**src/hdl/prt_pkg.sv**
```systemverilog
package prt_pkg;

    localparam int PENDING_SLOTS = 16;
    localparam int HISTORY_DEPTH = 64;
    localparam int NUM_COUNTERS  = 6;

    localparam int SEQ_W   = 16;
    localparam int TIME_W  = 32;
    localparam int IDX_W   = 6;
    localparam int KIND_W  = 3;
    localparam int RTT_W   = 16;
    localparam int COUNT_W = 7;
    localparam int VALUE_W = 32;

    localparam int SLOT_W  = (PENDING_SLOTS > 1) ? $clog2(PENDING_SLOTS) : 1;
    localparam int HIST_AW = (HISTORY_DEPTH > 1) ? $clog2(HISTORY_DEPTH) : 1;
    localparam int USED_W  = $clog2(HISTORY_DEPTH + 1);
    localparam int CTR_W   = $clog2(NUM_COUNTERS);
    localparam int HIST_W  = SEQ_W + RTT_W;

    localparam int IN_FIELDS_W  = SEQ_W + TIME_W + IDX_W;
    localparam int IN_TDATA_W   = ((IN_FIELDS_W + 7) / 8) * 8;
    localparam int OUT_FIELDS_W = 1 + RTT_W + 1 + COUNT_W + 1 + SEQ_W + VALUE_W;
    localparam int OUT_TDATA_W  = ((OUT_FIELDS_W + 7) / 8) * 8;

    typedef enum logic [KIND_W-1:0] {
        K_SENT       = 3'd0,
        K_PONG       = 3'd1,
        K_CLEAR_HIST = 3'd2,
        K_RESET_ALL  = 3'd3,
        K_COUNT      = 3'd4,
        K_READ_HIST  = 3'd5,
        K_READ_CTR   = 3'd6
    } t_kind;

    typedef struct packed {
        logic load;
        logic scan;
        logic mem_rd;
        logic commit;
    } t_cmd;

    typedef struct packed {
        t_kind in_kind;
        logic  en;
        logic  scan_stop;
        logic  scan_last;
        logic  out_free;
    } t_sts;

endpackage

```
**src/hdl/ping_rtt_tracker_core.sv**
```systemverilog
// Ping round-trip tracker. Each accepted item gives exactly one result item, in order.
// With stats enabled, a sent or pong item walks the 16-entry pending table one slot per
// cycle until a free slot (sent) or a match (pong) is found or the last slot is examined;
// a history read adds a state for the registered history memory read. A result held on
// the output stalls the next result only, so the block takes a new item while the
// previous result waits. No clearing pass is needed after reset. The enable register
// may be written at any idle time and is always ready.
module ping_rtt_tracker_core (
    input  logic                               i_clk,
    input  logic                               i_rst_n,
    input  logic                               s_axis_tvalid,
    output logic                               s_axis_tready,
    // seq, now_ms, index
    input  logic [prt_pkg::IN_TDATA_W-1:0]     s_axis_tdata,
    // kind
    input  logic [prt_pkg::KIND_W-1:0]         s_axis_tuser,
    output logic                               m_axis_tvalid,
    input  logic                               m_axis_tready,
    // pong_matched, rtt_ms, history_full, history_count, entry_valid, entry_seq,
    // entry_value
    output logic [prt_pkg::OUT_TDATA_W-1:0]    m_axis_tdata,
    input  logic                               i_cfg_valid,
    output logic                               o_cfg_ready,
    input  logic                               i_cfg_data
);

    prt_pkg::t_cmd                 w_cmd;
    prt_pkg::t_sts                 w_sts;
    logic                          w_matched;
    logic [prt_pkg::RTT_W-1:0]     w_rtt;
    logic                          w_full;
    logic [prt_pkg::COUNT_W-1:0]   w_count;
    logic                          w_evalid;
    logic [prt_pkg::SEQ_W-1:0]     w_eseq;
    logic [prt_pkg::VALUE_W-1:0]   w_evalue;

    assign o_cfg_ready = 1'b1;

    prt_ctrl u_ctrl (
        .i_clk      (i_clk),
        .i_rst_n    (i_rst_n),
        .i_in_valid (s_axis_tvalid),
        .o_in_ready (s_axis_tready),
        .i_sts      (w_sts),
        .o_cmd      (w_cmd)
    );

    prt_dp u_dp (
        .i_clk           (i_clk),
        .i_rst_n         (i_rst_n),
        .i_cmd           (w_cmd),
        .o_sts           (w_sts),
        .i_kind          (s_axis_tuser),
        .i_seq           (s_axis_tdata[15:0]),
        .i_now_ms        (s_axis_tdata[47:16]),
        .i_index         (s_axis_tdata[53:48]),
        .i_cfg_valid     (i_cfg_valid),
        .i_cfg_data      (i_cfg_data),
        .o_out_valid     (m_axis_tvalid),
        .i_out_ready     (m_axis_tready),
        .o_pong_matched  (w_matched),
        .o_rtt_ms        (w_rtt),
        .o_history_full  (w_full),
        .o_history_count (w_count),
        .o_entry_valid   (w_evalid),
        .o_entry_seq     (w_eseq),
        .o_entry_value   (w_evalue)
    );

    assign m_axis_tdata = {
        {(prt_pkg::OUT_TDATA_W - prt_pkg::OUT_FIELDS_W){1'b0}},
        w_evalue, w_eseq, w_evalid, w_count, w_full, w_rtt, w_matched
    };

endmodule

```
**src/hdl/prt_ctrl.sv**
```systemverilog
module prt_ctrl (
    input  logic          i_clk,
    input  logic          i_rst_n,
    input  logic          i_in_valid,
    output logic          o_in_ready,
    input  prt_pkg::t_sts i_sts,
    output prt_pkg::t_cmd o_cmd
);

    typedef enum logic [3:0] {
        S_IDLE = 4'b0001,
        S_SCAN = 4'b0010,
        S_READ = 4'b0100,
        S_DONE = 4'b1000
    } t_state;

    t_state r_state;
    t_state n_state;

    always_ff @(posedge i_clk) begin
        if (!i_rst_n) begin
            r_state <= S_IDLE;
        end else begin
            r_state <= n_state;
        end
    end

    always_comb begin
        n_state    = r_state;
        o_cmd      = '0;
        o_in_ready = (r_state == S_IDLE);
        unique case (r_state)
            S_IDLE: begin
                if (i_in_valid) begin
                    o_cmd.load = 1'b1;
                    if (i_sts.en && (i_sts.in_kind == prt_pkg::K_SENT ||
                                     i_sts.in_kind == prt_pkg::K_PONG)) begin
                        n_state = S_SCAN;
                    end else if (i_sts.in_kind == prt_pkg::K_READ_HIST) begin
                        n_state = S_READ;
                    end else begin
                        n_state = S_DONE;
                    end
                end
            end
            S_SCAN: begin
                o_cmd.scan = 1'b1;
                if (i_sts.scan_stop || i_sts.scan_last) begin
                    n_state = S_DONE;
                end
            end
            S_READ: begin
                o_cmd.mem_rd = 1'b1;
                n_state      = S_DONE;
            end
            S_DONE: begin
                if (i_sts.out_free) begin
                    o_cmd.commit = 1'b1;
                    n_state      = S_IDLE;
                end
            end
            default: begin
                n_state = S_IDLE;
            end
        endcase
    end

`ifndef SYNTH
    a_accept_leaves_idle: assert property (@(posedge i_clk) disable iff (!i_rst_n)
        (i_in_valid && o_in_ready) |=> (r_state != S_IDLE))
        else $error("accepted item did not start processing");

    a_scan_needs_enable: assert property (@(posedge i_clk) disable iff (!i_rst_n)
        (r_state == S_SCAN) |-> i_sts.en)
        else $error("table scan while stats disabled");
`endif

endmodule

```
**src/hdl/prt_dp.sv**
```systemverilog
module prt_dp (
    input  logic                         i_clk,
    input  logic                         i_rst_n,
    input  prt_pkg::t_cmd                i_cmd,
    output prt_pkg::t_sts                o_sts,
    input  logic [prt_pkg::KIND_W-1:0]   i_kind,
    input  logic [prt_pkg::SEQ_W-1:0]    i_seq,
    input  logic [prt_pkg::TIME_W-1:0]   i_now_ms,
    input  logic [prt_pkg::IDX_W-1:0]    i_index,
    input  logic                         i_cfg_valid,
    input  logic                         i_cfg_data,
    output logic                         o_out_valid,
    input  logic                         i_out_ready,
    output logic                         o_pong_matched,
    output logic [prt_pkg::RTT_W-1:0]    o_rtt_ms,
    output logic                         o_history_full,
    output logic [prt_pkg::COUNT_W-1:0]  o_history_count,
    output logic                         o_entry_valid,
    output logic [prt_pkg::SEQ_W-1:0]    o_entry_seq,
    output logic [prt_pkg::VALUE_W-1:0]  o_entry_value
);

    logic                          r_en;
    prt_pkg::t_kind                r_kind;
    logic [prt_pkg::SEQ_W-1:0]     r_seq;
    logic [prt_pkg::TIME_W-1:0]    r_now;
    logic [prt_pkg::IDX_W-1:0]     r_idx;

    logic [prt_pkg::SLOT_W-1:0]    r_slot;
    logic [prt_pkg::SLOT_W-1:0]    r_victim;
    logic [prt_pkg::TIME_W-1:0]    r_oldest;
    logic                          r_found;
    logic [prt_pkg::RTT_W-1:0]     r_rtt;

    logic [prt_pkg::SEQ_W-1:0]     r_pend_seq  [prt_pkg::PENDING_SLOTS];
    logic [prt_pkg::TIME_W-1:0]    r_pend_time [prt_pkg::PENDING_SLOTS];
    logic [prt_pkg::USED_W-1:0]    r_used;
    logic [prt_pkg::USED_W-1:0]    n_used;
    logic [prt_pkg::VALUE_W-1:0]   r_ctr [prt_pkg::NUM_COUNTERS];

    logic [prt_pkg::HIST_W-1:0]    r_hist [prt_pkg::HISTORY_DEPTH];
    logic [prt_pkg::HIST_W-1:0]    r_hist_q;

    logic                          r_out_valid;
    logic                          r_o_matched;
    logic [prt_pkg::RTT_W-1:0]     r_o_rtt;
    logic                          r_o_full;
    logic [prt_pkg::COUNT_W-1:0]   r_o_count;
    logic                          r_o_evalid;
    logic [prt_pkg::SEQ_W-1:0]     r_o_eseq;
    logic [prt_pkg::VALUE_W-1:0]   r_o_evalue;

    logic [prt_pkg::TIME_W-1:0]    w_time;
    logic [prt_pkg::SEQ_W-1:0]     w_pseq;
    logic [prt_pkg::TIME_W-1:0]    w_diff;
    logic                          w_hit;
    logic                          w_room;
    logic                          w_append;
    logic                          w_ctr_inc;
    logic [prt_pkg::HIST_AW-1:0]   w_rd_addr;
    logic [prt_pkg::HIST_AW-1:0]   w_wr_addr;
    logic [31:0]                   w_used32;

    logic                          n_matched;
    logic [prt_pkg::RTT_W-1:0]     n_rtt;
    logic                          n_full;
    logic                          n_evalid;
    logic [prt_pkg::SEQ_W-1:0]     n_eseq;
    logic [prt_pkg::VALUE_W-1:0]   n_evalue;

    assign w_time    = r_pend_time[r_slot];
    assign w_pseq    = r_pend_seq[r_slot];
    assign w_diff    = r_now - w_time;
    assign w_hit     = (w_time != '0) && (w_pseq == r_seq);
    assign w_room    = 32'(r_used) < 32'(prt_pkg::HISTORY_DEPTH);
    assign w_append  = i_cmd.commit && (r_kind == prt_pkg::K_PONG) && r_found && w_room;
    assign w_ctr_inc = i_cmd.commit && (r_kind == prt_pkg::K_COUNT) && r_en &&
                       (32'(r_idx) < 32'(prt_pkg::NUM_COUNTERS));
    assign w_rd_addr = prt_pkg::HIST_AW'(r_idx);
    assign w_wr_addr = r_used[prt_pkg::HIST_AW-1:0];

    assign o_sts.in_kind   = prt_pkg::t_kind'(i_kind);
    assign o_sts.en        = r_en;
    assign o_sts.scan_stop = (r_kind == prt_pkg::K_SENT) ? (w_time == '0) : w_hit;
    assign o_sts.scan_last = (r_slot == prt_pkg::SLOT_W'(prt_pkg::PENDING_SLOTS - 1));
    assign o_sts.out_free  = !r_out_valid || i_out_ready;

    always_comb begin
        n_used = r_used;
        if (i_cmd.commit && (r_kind == prt_pkg::K_CLEAR_HIST ||
                             r_kind == prt_pkg::K_RESET_ALL)) begin
            n_used = '0;
        end else if (w_append) begin
            n_used = r_used + prt_pkg::USED_W'(1);
        end
    end

    assign w_used32 = 32'(n_used);

    always_comb begin
        n_matched = (r_kind == prt_pkg::K_PONG) && r_found;
        n_rtt     = n_matched ? r_rtt : '0;
        n_full    = n_matched && w_room &&
                    (32'(r_used) + 32'd1 >= 32'(prt_pkg::HISTORY_DEPTH));
        n_evalid  = 1'b0;
        n_eseq    = '0;
        n_evalue  = '0;
        unique case (r_kind)
            prt_pkg::K_READ_HIST: begin
                if (32'(r_idx) < 32'(r_used) &&
                    32'(r_idx) < 32'(prt_pkg::HISTORY_DEPTH)) begin
                    n_evalid = 1'b1;
                    n_eseq   = r_hist_q[prt_pkg::HIST_W-1:prt_pkg::RTT_W];
                    n_evalue = prt_pkg::VALUE_W'(r_hist_q[prt_pkg::RTT_W-1:0]);
                end
            end
            prt_pkg::K_READ_CTR: begin
                if (32'(r_idx) < 32'(prt_pkg::NUM_COUNTERS)) begin
                    n_evalid = 1'b1;
                    n_evalue = r_ctr[r_idx[prt_pkg::CTR_W-1:0]];
                end else if (32'(r_idx) == 32'(prt_pkg::NUM_COUNTERS)) begin
                    n_evalid = 1'b1;
                    n_evalue = r_ctr[0] + r_ctr[1];
                end
            end
            default: begin
                n_evalid = 1'b0;
            end
        endcase
    end

    // item latch and slot scan
    always_ff @(posedge i_clk) begin
        if (i_cmd.load) begin
            r_kind   <= prt_pkg::t_kind'(i_kind);
            r_seq    <= i_seq;
            r_now    <= i_now_ms;
            r_idx    <= i_index;
            r_slot   <= '0;
            r_victim <= '0;
            r_oldest <= '1;
        end else if (i_cmd.scan) begin
            r_slot <= r_slot + prt_pkg::SLOT_W'(1);
            if (r_kind == prt_pkg::K_SENT) begin
                if (w_time == '0) begin
                    r_victim <= r_slot;
                end else if (w_time < r_oldest) begin
                    r_oldest <= w_time;
                    r_victim <= r_slot;
                end
            end else if (w_hit) begin
                r_victim <= r_slot;
                r_rtt    <= w_diff[prt_pkg::RTT_W-1:0];
            end
        end
    end

    always_ff @(posedge i_clk) begin
        if (!i_rst_n) begin
            r_found <= 1'b0;
        end else if (i_cmd.load || i_cmd.commit) begin
            r_found <= 1'b0;
        end else if (i_cmd.scan && r_kind == prt_pkg::K_PONG && w_hit) begin
            r_found <= 1'b1;
        end
    end

    always_ff @(posedge i_clk) begin
        if (!i_rst_n) begin
            r_en <= 1'b0;
        end else if (i_cfg_valid) begin
            r_en <= i_cfg_data;
        end
    end

    // pending table
    always_ff @(posedge i_clk) begin
        if (!i_rst_n) begin
            for (int i = 0; i < prt_pkg::PENDING_SLOTS; i++) begin
                r_pend_time[i] <= '0;
            end
        end else if (i_cmd.commit) begin
            if (r_kind == prt_pkg::K_RESET_ALL) begin
                for (int i = 0; i < prt_pkg::PENDING_SLOTS; i++) begin
                    r_pend_time[i] <= '0;
                end
            end else if (r_kind == prt_pkg::K_SENT && r_en) begin
                r_pend_time[r_victim] <= r_now;
            end else if (r_kind == prt_pkg::K_PONG && r_found) begin
                r_pend_time[r_victim] <= '0;
            end
        end
    end

    always_ff @(posedge i_clk) begin
        if (i_cmd.commit && r_kind == prt_pkg::K_SENT && r_en) begin
            r_pend_seq[r_victim] <= r_seq;
        end
    end

    // history store
    always_ff @(posedge i_clk) begin
        if (w_append) begin
            r_hist[w_wr_addr] <= {r_seq, r_rtt};
        end
        if (i_cmd.mem_rd) begin
            r_hist_q <= r_hist[w_rd_addr];
        end
    end

    always_ff @(posedge i_clk) begin
        if (!i_rst_n) begin
            r_used <= '0;
        end else begin
            r_used <= n_used;
        end
    end

    // event counters
    always_ff @(posedge i_clk) begin
        if (!i_rst_n) begin
            for (int i = 0; i < prt_pkg::NUM_COUNTERS; i++) begin
                r_ctr[i] <= '0;
            end
        end else if (i_cmd.commit && r_kind == prt_pkg::K_RESET_ALL) begin
            for (int i = 0; i < prt_pkg::NUM_COUNTERS; i++) begin
                r_ctr[i] <= '0;
            end
        end else if (w_ctr_inc) begin
            r_ctr[r_idx[prt_pkg::CTR_W-1:0]] <= r_ctr[r_idx[prt_pkg::CTR_W-1:0]] + 32'd1;
        end
    end

    // result register
    always_ff @(posedge i_clk) begin
        if (!i_rst_n) begin
            r_out_valid <= 1'b0;
        end else if (i_cmd.commit) begin
            r_out_valid <= 1'b1;
        end else if (i_out_ready) begin
            r_out_valid <= 1'b0;
        end
    end

    always_ff @(posedge i_clk) begin
        if (i_cmd.commit) begin
            r_o_matched <= n_matched;
            r_o_rtt     <= n_rtt;
            r_o_full    <= n_full;
            r_o_count   <= w_used32[prt_pkg::COUNT_W-1:0];
            r_o_evalid  <= n_evalid;
            r_o_eseq    <= n_eseq;
            r_o_evalue  <= n_evalue;
        end
    end

    assign o_out_valid     = r_out_valid;
    assign o_pong_matched  = r_o_matched;
    assign o_rtt_ms        = r_o_rtt;
    assign o_history_full  = r_o_full;
    assign o_history_count = r_o_count;
    assign o_entry_valid   = r_o_evalid;
    assign o_entry_seq     = r_o_eseq;
    assign o_entry_value   = r_o_evalue;

`ifndef SYNTH
    a_used_bound: assert property (@(posedge i_clk) disable iff (!i_rst_n)
        32'(r_used) <= 32'(prt_pkg::HISTORY_DEPTH))
        else $error("history fill count past depth");

    a_found_is_pong: assert property (@(posedge i_clk) disable iff (!i_rst_n)
        r_found |-> (r_kind == prt_pkg::K_PONG && r_en))
        else $error("match flag set outside an enabled pong");

    a_commit_free: assert property (@(posedge i_clk) disable iff (!i_rst_n)
        i_cmd.commit |-> (!r_out_valid || i_out_ready))
        else $error("result overwritten before it was taken");
`endif

endmodule

```
**config.mk**
```make
export PLATFORM = sky130hd
export DESIGN_NAME = ping_rtt_tracker_core
export DESIGN_NICKNAME = d
export VERILOG_FILES = /design/src/hdl/prt_pkg.sv /design/src/hdl/ping_rtt_tracker_core.sv /design/src/hdl/prt_ctrl.sv /design/src/hdl/prt_dp.sv
export SDC_FILE = /design/constraint.sdc
export NUM_CORES = 2
export LEC_CHECK = 0
export BUFFER_PORTS_ARGS = -buffer_cell sky130_fd_sc_hd__buf_2
export CAP_MARGIN = 30
export CORE_ASPECT_RATIO = 0.5
export CORE_MARGIN = 2
export CORE_UTILIZATION = 55
export DETAILED_ROUTE_END_ITERATION = 10
export GPL_TIMING_DRIVEN = 1
export PLACE_DENSITY = 0.73
export SLEW_MARGIN = 15
export SYNTH_ARGS = -nofsm -noshare
export SYNTH_HDL_FRONTEND = slang
export SYNTH_HIERARCHICAL = 1
export SYNTH_SLANG_ARGS = --single-unit
export TNS_END_PERCENT = 100
```
**constraint.sdc**
```tcl
create_clock -name i_clk -period 25.2 [get_ports i_clk]
set_input_delay 1.26 -clock i_clk [delete_from_list [all_inputs] [get_ports i_clk]]
set_output_delay 1.26 -clock i_clk [all_outputs]
set_load 0.1 [all_outputs]
```
[Word level (Yosys, flattened, before mapping)]
Memory sizes are Yosys's and may differ from the RTL's. A register that Yosys moved wholly into a read port is not among the register bits.
Index checks and enable logic that the tools add are counted.
Word-level totals
  register bits after elaboration: 201
  memory bits (writable): 3008
  bits of input ports: 65
  output and inout port bits: 83
  logic and storage cells: 209
  memories kept: 4
Memory list
  u_dp.r_hist: depth 64, bits a word 32, read ports 1, clocked after memory_dff 1, wr ports 1, RTL line prt_dp.sv:41  | logic [prt_pkg::HIST_W-1:0] r_hist [prt_pkg::HISTORY_DEPTH];
  u_dp.r_pend_time: depth 16, bits a word 32, read ports 1, clocked after memory_dff 1, wr ports 16, RTL line prt_dp.sv:36  | logic [prt_pkg::TIME_W-1:0] r_pend_time [prt_pkg::PENDING_SLOTS];
  u_dp.r_pend_seq: depth 16, bits a word 16, read ports 1, clocked after memory_dff 1, wr ports 1, RTL line prt_dp.sv:35  | logic [prt_pkg::SEQ_W-1:0] r_pend_seq [prt_pkg::PENDING_SLOTS];
  u_dp.r_ctr: depth 6, bits a word 32, read ports 3, clocked after memory_dff 1, wr ports 6, RTL line prt_dp.sv:39  | logic [prt_pkg::VALUE_W-1:0] r_ctr [prt_pkg::NUM_COUNTERS];
Operators by class
  add/subtract/negate cells: 6
  $lt $le $gt $ge: 5
  eq/ne operators: 19
  mux-type cells: 90
  bitwise operators: 27
  reductions and logical operators: 38
Operators with widths (count)
  2-to-1 mux 32 bit: 27
  one-hot mux 32 bit (2 select lines): 1
  OR reduction 32 bit: 2
  2-to-1 mux 4 bit: 14
  2-to-1 mux 1 bit: 41
  adder 32 x 1 -> 32 bit, second input constant: 1
  adder 32 bit: 1
  >= comparator 32 x 7 -> 1 bit, second input constant: 1
  logical NOT 32 bit: 1
  less-than comparator 32 bit: 1
  nonzero test 32 bit: 1
  OR 1 bit: 23
  logical AND 1 bit: 18
  equality test 16 bit: 1
  2-to-1 mux 16 bit: 1
  one-hot mux 4 bit (4 select lines): 1
  subtractor 16 bit: 1
  2-to-1 mux 7 bit: 2
  equality test 3 bit, second input constant: 4
  adder 7 x 1 -> 8 bit, second input constant: 1
  equality test 4 bit, second input constant: 2
  AND reduction 4 bit: 2
  adder 7 x 1 -> 7 bit, second input constant: 1
  less-than comparator 6 x 7 -> 1 bit: 1
  other kinds (22): 36

[Longest topological paths before layout]
  depth after elaboration: 13
  mapped depth: 18
  depth with buffers taken out: 14

[Cells and area by module]
The synthesis kept the hierarchy.
Modules (own cells, without submodules)
  prt_dp: instances 1, cells an instance 7808, area each 130243.7 µm², sequential area each 98764.7 µm²
  prt_ctrl: instances 1, cells an instance 32, area each 282.8 µm², sequential area each 80.1 µm²
  ping_rtt_tracker_core: instances 1, cells an instance 12, area each 82.6 µm², sequential area each 0.0 µm²

[Least setup slack after synthesis]
No wires, ideal clock.
  path type: input to register
  start: in m_axis_tready
  end: mem u_dp/r_hist[63][0] (netlist name), enable pin
  library setup time: 421 ps
  arrival time: 12106 ps
  data required time: 24779 ps
  path slack: 12672 ps
  stages: 8
  path buffers: 0
  cell sequence: nand2b_1 > nand2_1 > nor4_1 > inv_1 > or3_1 > nor2_1 > nand3_1 > nor2_1
RTL lines
  from (decl): RTL line ping_rtt_tracker_core.sv:18  | input logic m_axis_tready,
  to (decl): RTL line prt_dp.sv:41

==> report_table.html <==
<table>
<tr><th>Metric</th><th>Value</th></tr>
<tr><th colspan="2">STA</th></tr>
<tr><td>Final setup violation count</td><td>0</td></tr>
<tr><td>F_max</td><td>0.174 GHz</td></tr>
<tr><td>Setup repair after global routing missed its margin</td><td>no</td></tr>
<tr><td>Total negative setup slack</td><td>0 ns</td></tr>
<tr><td>Slew Limit Headroom</td><td>24.7%</td></tr>
<tr><td>Fin Clk Skew</td><td>0.0887 ns</td></tr>
<tr><td>Final Max Slew Viols</td><td>0</td></tr>
<tr><td>Clock period minus final worst setup slack</td><td>5.76 ns</td></tr>
<tr><td>Worst hold slack</td><td>0.465 ns</td></tr>
<tr><td>Hold violation total from the final report</td><td>0</td></tr>
<tr><td>Final critical-path share of the clock period</td><td>22.8%</td></tr>
<tr><td>Transition at the pin with the smallest max-transition slack</td><td>1.12 ns</td></tr>
<tr><th colspan="2">Synth</th></tr>
<tr><td>Synth Warn #</td><td>6</td></tr>
<tr><td>Cell variety after synth</td><td>83</td></tr>
<tr><td>Mapped Area</td><td>131000 µm²</td></tr>
<tr><td>Top-area cell type share of the netlist area</td><td>74.7%</td></tr>
<tr><td>Synthesized area divided by synthesized cell count</td><td>16.6 µm²</td></tr>
<tr><td>Most frequently used flop master after synthesis</td><td>edfxtp_1</td></tr>
<tr><td>EDFF count, synth</td><td>3251</td></tr>
<tr><td>Register area share after synthesis</td><td>75.7%</td></tr>
<tr><td>Number of instances in the synthesized netlist</td><td>7852</td></tr>
<tr><td>Register bit count reported by yosys</td><td>3312</td></tr>
<tr><td>Cell type with the highest aggregate area in the netlist</td><td>edfxtp_1</td></tr>
<tr><td>Synth async-reset ratio</td><td>0%</td></tr>
<tr><td>Dominant cells by area after synthesis</td><td>edfxtp_1 75%, mux4_2 4.9%, a22oi_1 3.5%, nor2_1 2.7%, mux2i_1 1.1%</td></tr>
<tr><th colspan="2">Finish</th></tr>
<tr><td>Number of standard cells in the layout, taps in and fillers out</td><td>11.5k</td></tr>
<tr><td>Cell area after layout</td><td>145000 µm²</td></tr>
<tr><td>Layout Utilization</td><td>61.6%</td></tr>
<tr><td>Fraction of final layout cells sized beyond drive strength 1</td><td>15.6%</td></tr>
<tr><td>P&amp;R area growth vs syn</td><td>11.4%</td></tr>
<tr><td>Number of inserted filler cells in the final layout</td><td>16.3k</td></tr>
<tr><td>Nets@finish</td><td>8262</td></tr>
<tr><td>Most frequent standard cell in the layout excluding fill and tap cells</td><td>edfxtp_1</td></tr>
<tr><td>Commonest cells after routing, fill and taps aside</td><td>3251 x edfxtp_1, 888 x nor2_1, 601 x a22oi_1</td></tr>
<tr><th colspan="2">Place</th></tr>
<tr><td>HPWL after DPL</td><td>192000 µm</td></tr>
<tr><td>Cell count after placement</td><td>10.9k</td></tr>
<tr><td>Cell area after placement</td><td>136000 µm²</td></tr>
<tr><td>Routability-driven placement congestion ratio</td><td>0.841</td></tr>
<tr><td>Port-buffer cells</td><td>138</td></tr>
<tr><th colspan="2">Floorplanning</th></tr>
<tr><td>Width of the die</td><td>693 µm</td></tr>
<tr><td>IO Pins</td><td>148</td></tr>
<tr><td>Area of the core</td><td>236000 µm²</td></tr>
<tr><td>Num rows</td><td>126</td></tr>
<tr><td>Initial core utilization</td><td>55.3%</td></tr>
<tr><td>Die height</td><td>349 µm</td></tr>
<tr><td>DIE AREA</td><td>242000 µm²</td></tr>
<tr><th colspan="2">Routing</th></tr>
<tr><td>First-pass detailed-route iteration total</td><td>6</td></tr>
<tr><td>Vias per inst</td><td>6.70</td></tr>
<tr><td>Detailed-route wire length</td><td>359000 µm</td></tr>
<tr><td>Routed length per instance</td><td>31.3 µm</td></tr>
<tr><td>Via Count</td><td>76.9k</td></tr>
<tr><td>Antenna Nets Post-Route</td><td>0</td></tr>
<tr><td>Number of DRC violations after detailed-routing iteration 0</td><td>11.6k</td></tr>
<tr><td>Post-detailed-route DRC marker count</td><td>0</td></tr>
<tr><th colspan="2">Worst setup path</th></tr>
<tr><td>Signal arrival time at the worst endpoint</td><td>6.31 ns</td></tr>
<tr><td>CP required</td><td>25.76 ns</td></tr>
<tr><td>Max FO, Critical Path</td><td>35</td></tr>
<tr><td>Critical path's most frequent cell</td><td>buf_4</td></tr>
<tr><td>Crit start category</td><td>flop</td></tr>
<tr><td>Type of destination of the critical path</td><td>flop</td></tr>
<tr><td>Critical path buffer and inverter count</td><td>5</td></tr>
<tr><td>Category of the most critical setup path</td><td>flop to flop</td></tr>
<tr><td>Cell chain of the critical path</td><td>buf_4, buf_4, nor2b_2, buf_4, and2_4, buf_4, buf_4, a22oi_1, nand3_1, o22ai_1, nor2_1, a31oi_1, a21oi_1</td></tr>
<tr><td>Critical-path top delay cell</td><td>buf_4</td></tr>
<tr><td>Top Family by Delay on Critical Path</td><td>buffers and inverters</td></tr>
<tr><td>Highest cell delay on the worst timing path</td><td>0.60 ns</td></tr>
<tr><th colspan="2">Global routing</th></tr>
<tr><td>Initial antenna violation count</td><td>11</td></tr>
<tr><td>Vias in the first global route</td><td>74.8k</td></tr>
<tr><td>Global-route usage over all layers</td><td>29.2%</td></tr>
<tr><td>First-pass GRT wire length</td><td>511000 µm</td></tr>
<tr><td>Global-route congestion overflow total</td><td>0</td></tr>
<tr><td>Pin count of the biggest net entering global routing</td><td>109</td></tr>
<tr><th colspan="2">CTS</th></tr>
<tr><td>Number of sinks on the clock net</td><td>3312</td></tr>
<tr><td>Clock Latency Late Sink</td><td>0.87 ns</td></tr>
<tr><td>Number of buffers added by the clock tree synthesis step</td><td>289</td></tr>
<tr><td>Reg clk slew, reported paths</td><td>0.07 ns</td></tr>
<tr><td>H-tree depth</td><td>5</td></tr>
<tr><td>Clock root buffer master</td><td>clkbuf_16</td></tr>
<tr><td>Clock tree from TritonCTS</td><td>done</td></tr>
<tr><td>PostCTS Resize Cnt</td><td>0</td></tr>
<tr><td>Maximum clock insertion buffer count</td><td>4</td></tr>
<tr><td>Post-CTS setup buffer count</td><td>0</td></tr>
<tr><td>Cts-stage hold buffer count</td><td>0</td></tr>
<tr><th colspan="2">Power</th></tr>
<tr><td>Power per Cell Area</td><td>79.5 nW/µm²</td></tr>
<tr><td>Leakage dissipation</td><td>47.9 nW</td></tr>
<tr><td>Maximum ir drop on the vdd rail</td><td>0.0598 mV</td></tr>
<tr><th colspan="2">Run</th></tr>
<tr><td>Maxcap violations</td><td>0</td></tr>
<tr><th colspan="2">Min path</th></tr>
<tr><td>Class of the worst hold path</td><td>flop to flop</td></tr>
<tr><th colspan="2">Run status</th></tr>
<tr><td>Run status</td><td>complete, no violations</td></tr>
</table>
==> worst register-to-register path, cell delays in order, from the launching register on <==
cell	delay, ns
edfxtp_1	0.33
buf_4	0.57
buf_4	0.59
nor2b_2	0.27
buf_4	0.41
and2_4	0.41
buf_4	0.50
buf_4	0.61
a22oi_1	0.23
nand3_1	0.14
o22ai_1	0.07
nor2_1	0.45
a31oi_1	0.29
a21oi_1	0.57
==> sequential cells by signal, indices dropped and copies added, names as in the netlist, 7 cells and up, named ones only <==
register,count
u_dp/r_used,7
u_dp/r_oldest,32
u_dp/r_seq,16
u_dp/r_hist,2048
u_dp/r_hist_q,32
u_dp/r_rtt,16
u_dp/o_entry_value,32
u_dp/r_pend_seq,256
u_dp/r_ctr,256
u_dp/o_history_count,7
u_dp/r_now,32
u_dp/o_rtt_ms,16
u_dp/o_entry_seq,16
u_dp/r_pend_time,512
==> cell families (layout without fill, tap and decap cells) <==
group | after synthesis | in the layout | synth area share (%)
flops | 3312 | 3312 | 75.7
simple gates | 1740 | 1740 | 5.94
compound gates | 1482 | 1482 | 8.14
buf+inv | 625 | 1042 | 1.97
mux | 501 | 501 | 6.71
xor+xnor | 101 | 101 | 0.689
fa+ha+maj | 88 | 88 | 0.855
other cells | 3 | 81 | 0.00862
==> power by group <==
group	internal (mW)	switching (mW)	total [mW]
Clock	2.39	1.96	4.35
Combinational	0.287	0.743	1.03
Sequential	6.15	0.0425	6.19
==> cells in the mapped netlist, drive strengths merged, types with 24 or more instances <==
cell    instances
and2           36
mux2           64
o22ai          24
a21oi         202
nand2b         43
nand3          66
o21ai         153
a21o           38
and3           28
nand2         301
inv           103
buf           154
a211oi         30
a31oi          37
nand4         169
mux2i         146
a22oi         601
o211ai         31
a22o          134
nor2          955
dfxtp          61
mux4          291
clkbuf        368
edfxtp       3251
a221oi        119
nor3           46
ha             86
xor2           52
xnor2          49
nor2b          24
==> cell type report <==
class,count,area (µm²),area share [%]
clock buffers,371,7830,5.38
diodes,10,25.0,0.0172
flip-flops and latches,3312,98900,68.0
well taps,3136,3920,2.70
multi-input cells,3983,30100,20.7
inverters,103,387,0.266
repair buffers,420,3100,2.13
clock inverters,148,1220,0.838
==> through the flow <==
| step | setup WS [ns] | total power, mW |
|---|---|---|
| floorplan | 12.67 | 6.92 |
| global placement | 19.06 | 7.29 |
| detailed placement | 19.58 | 7.31 |
| CTS | 19.57 | 11.6 |
| global route | 19.25 | 11.9 |
| finish | 19.44 | 11.6 |
==> routing by layer <==
layer	wire, µm	vias up	global-route usage [%]	part of all wire [%]
met5	39	-	0	0.011
met4	16900	6	12.5	4.7
met3	42700	796	5.32	12
met2	168000	5392	46.5	47
met1	132000	39123	40.1	37
li1	-	31584	-	-
==> worst paths after layout <==
kind	slack, ns	depth (start not counted)	start	end
worst max-delay path	19.44	13	u_dp/r_idx[1]	u_dp/r_hist_q[5]
worst min-delay path	0.47	1	u_dp/r_oldest[12]	u_dp/r_oldest[12]
worst max register to register	19.44	13	u_dp/r_idx[1]	u_dp/r_hist_q[5]
worst min register to register	0.47	1	u_dp/r_oldest[12]	u_dp/r_oldest[12]
Power figures use the tool's default switching activity.
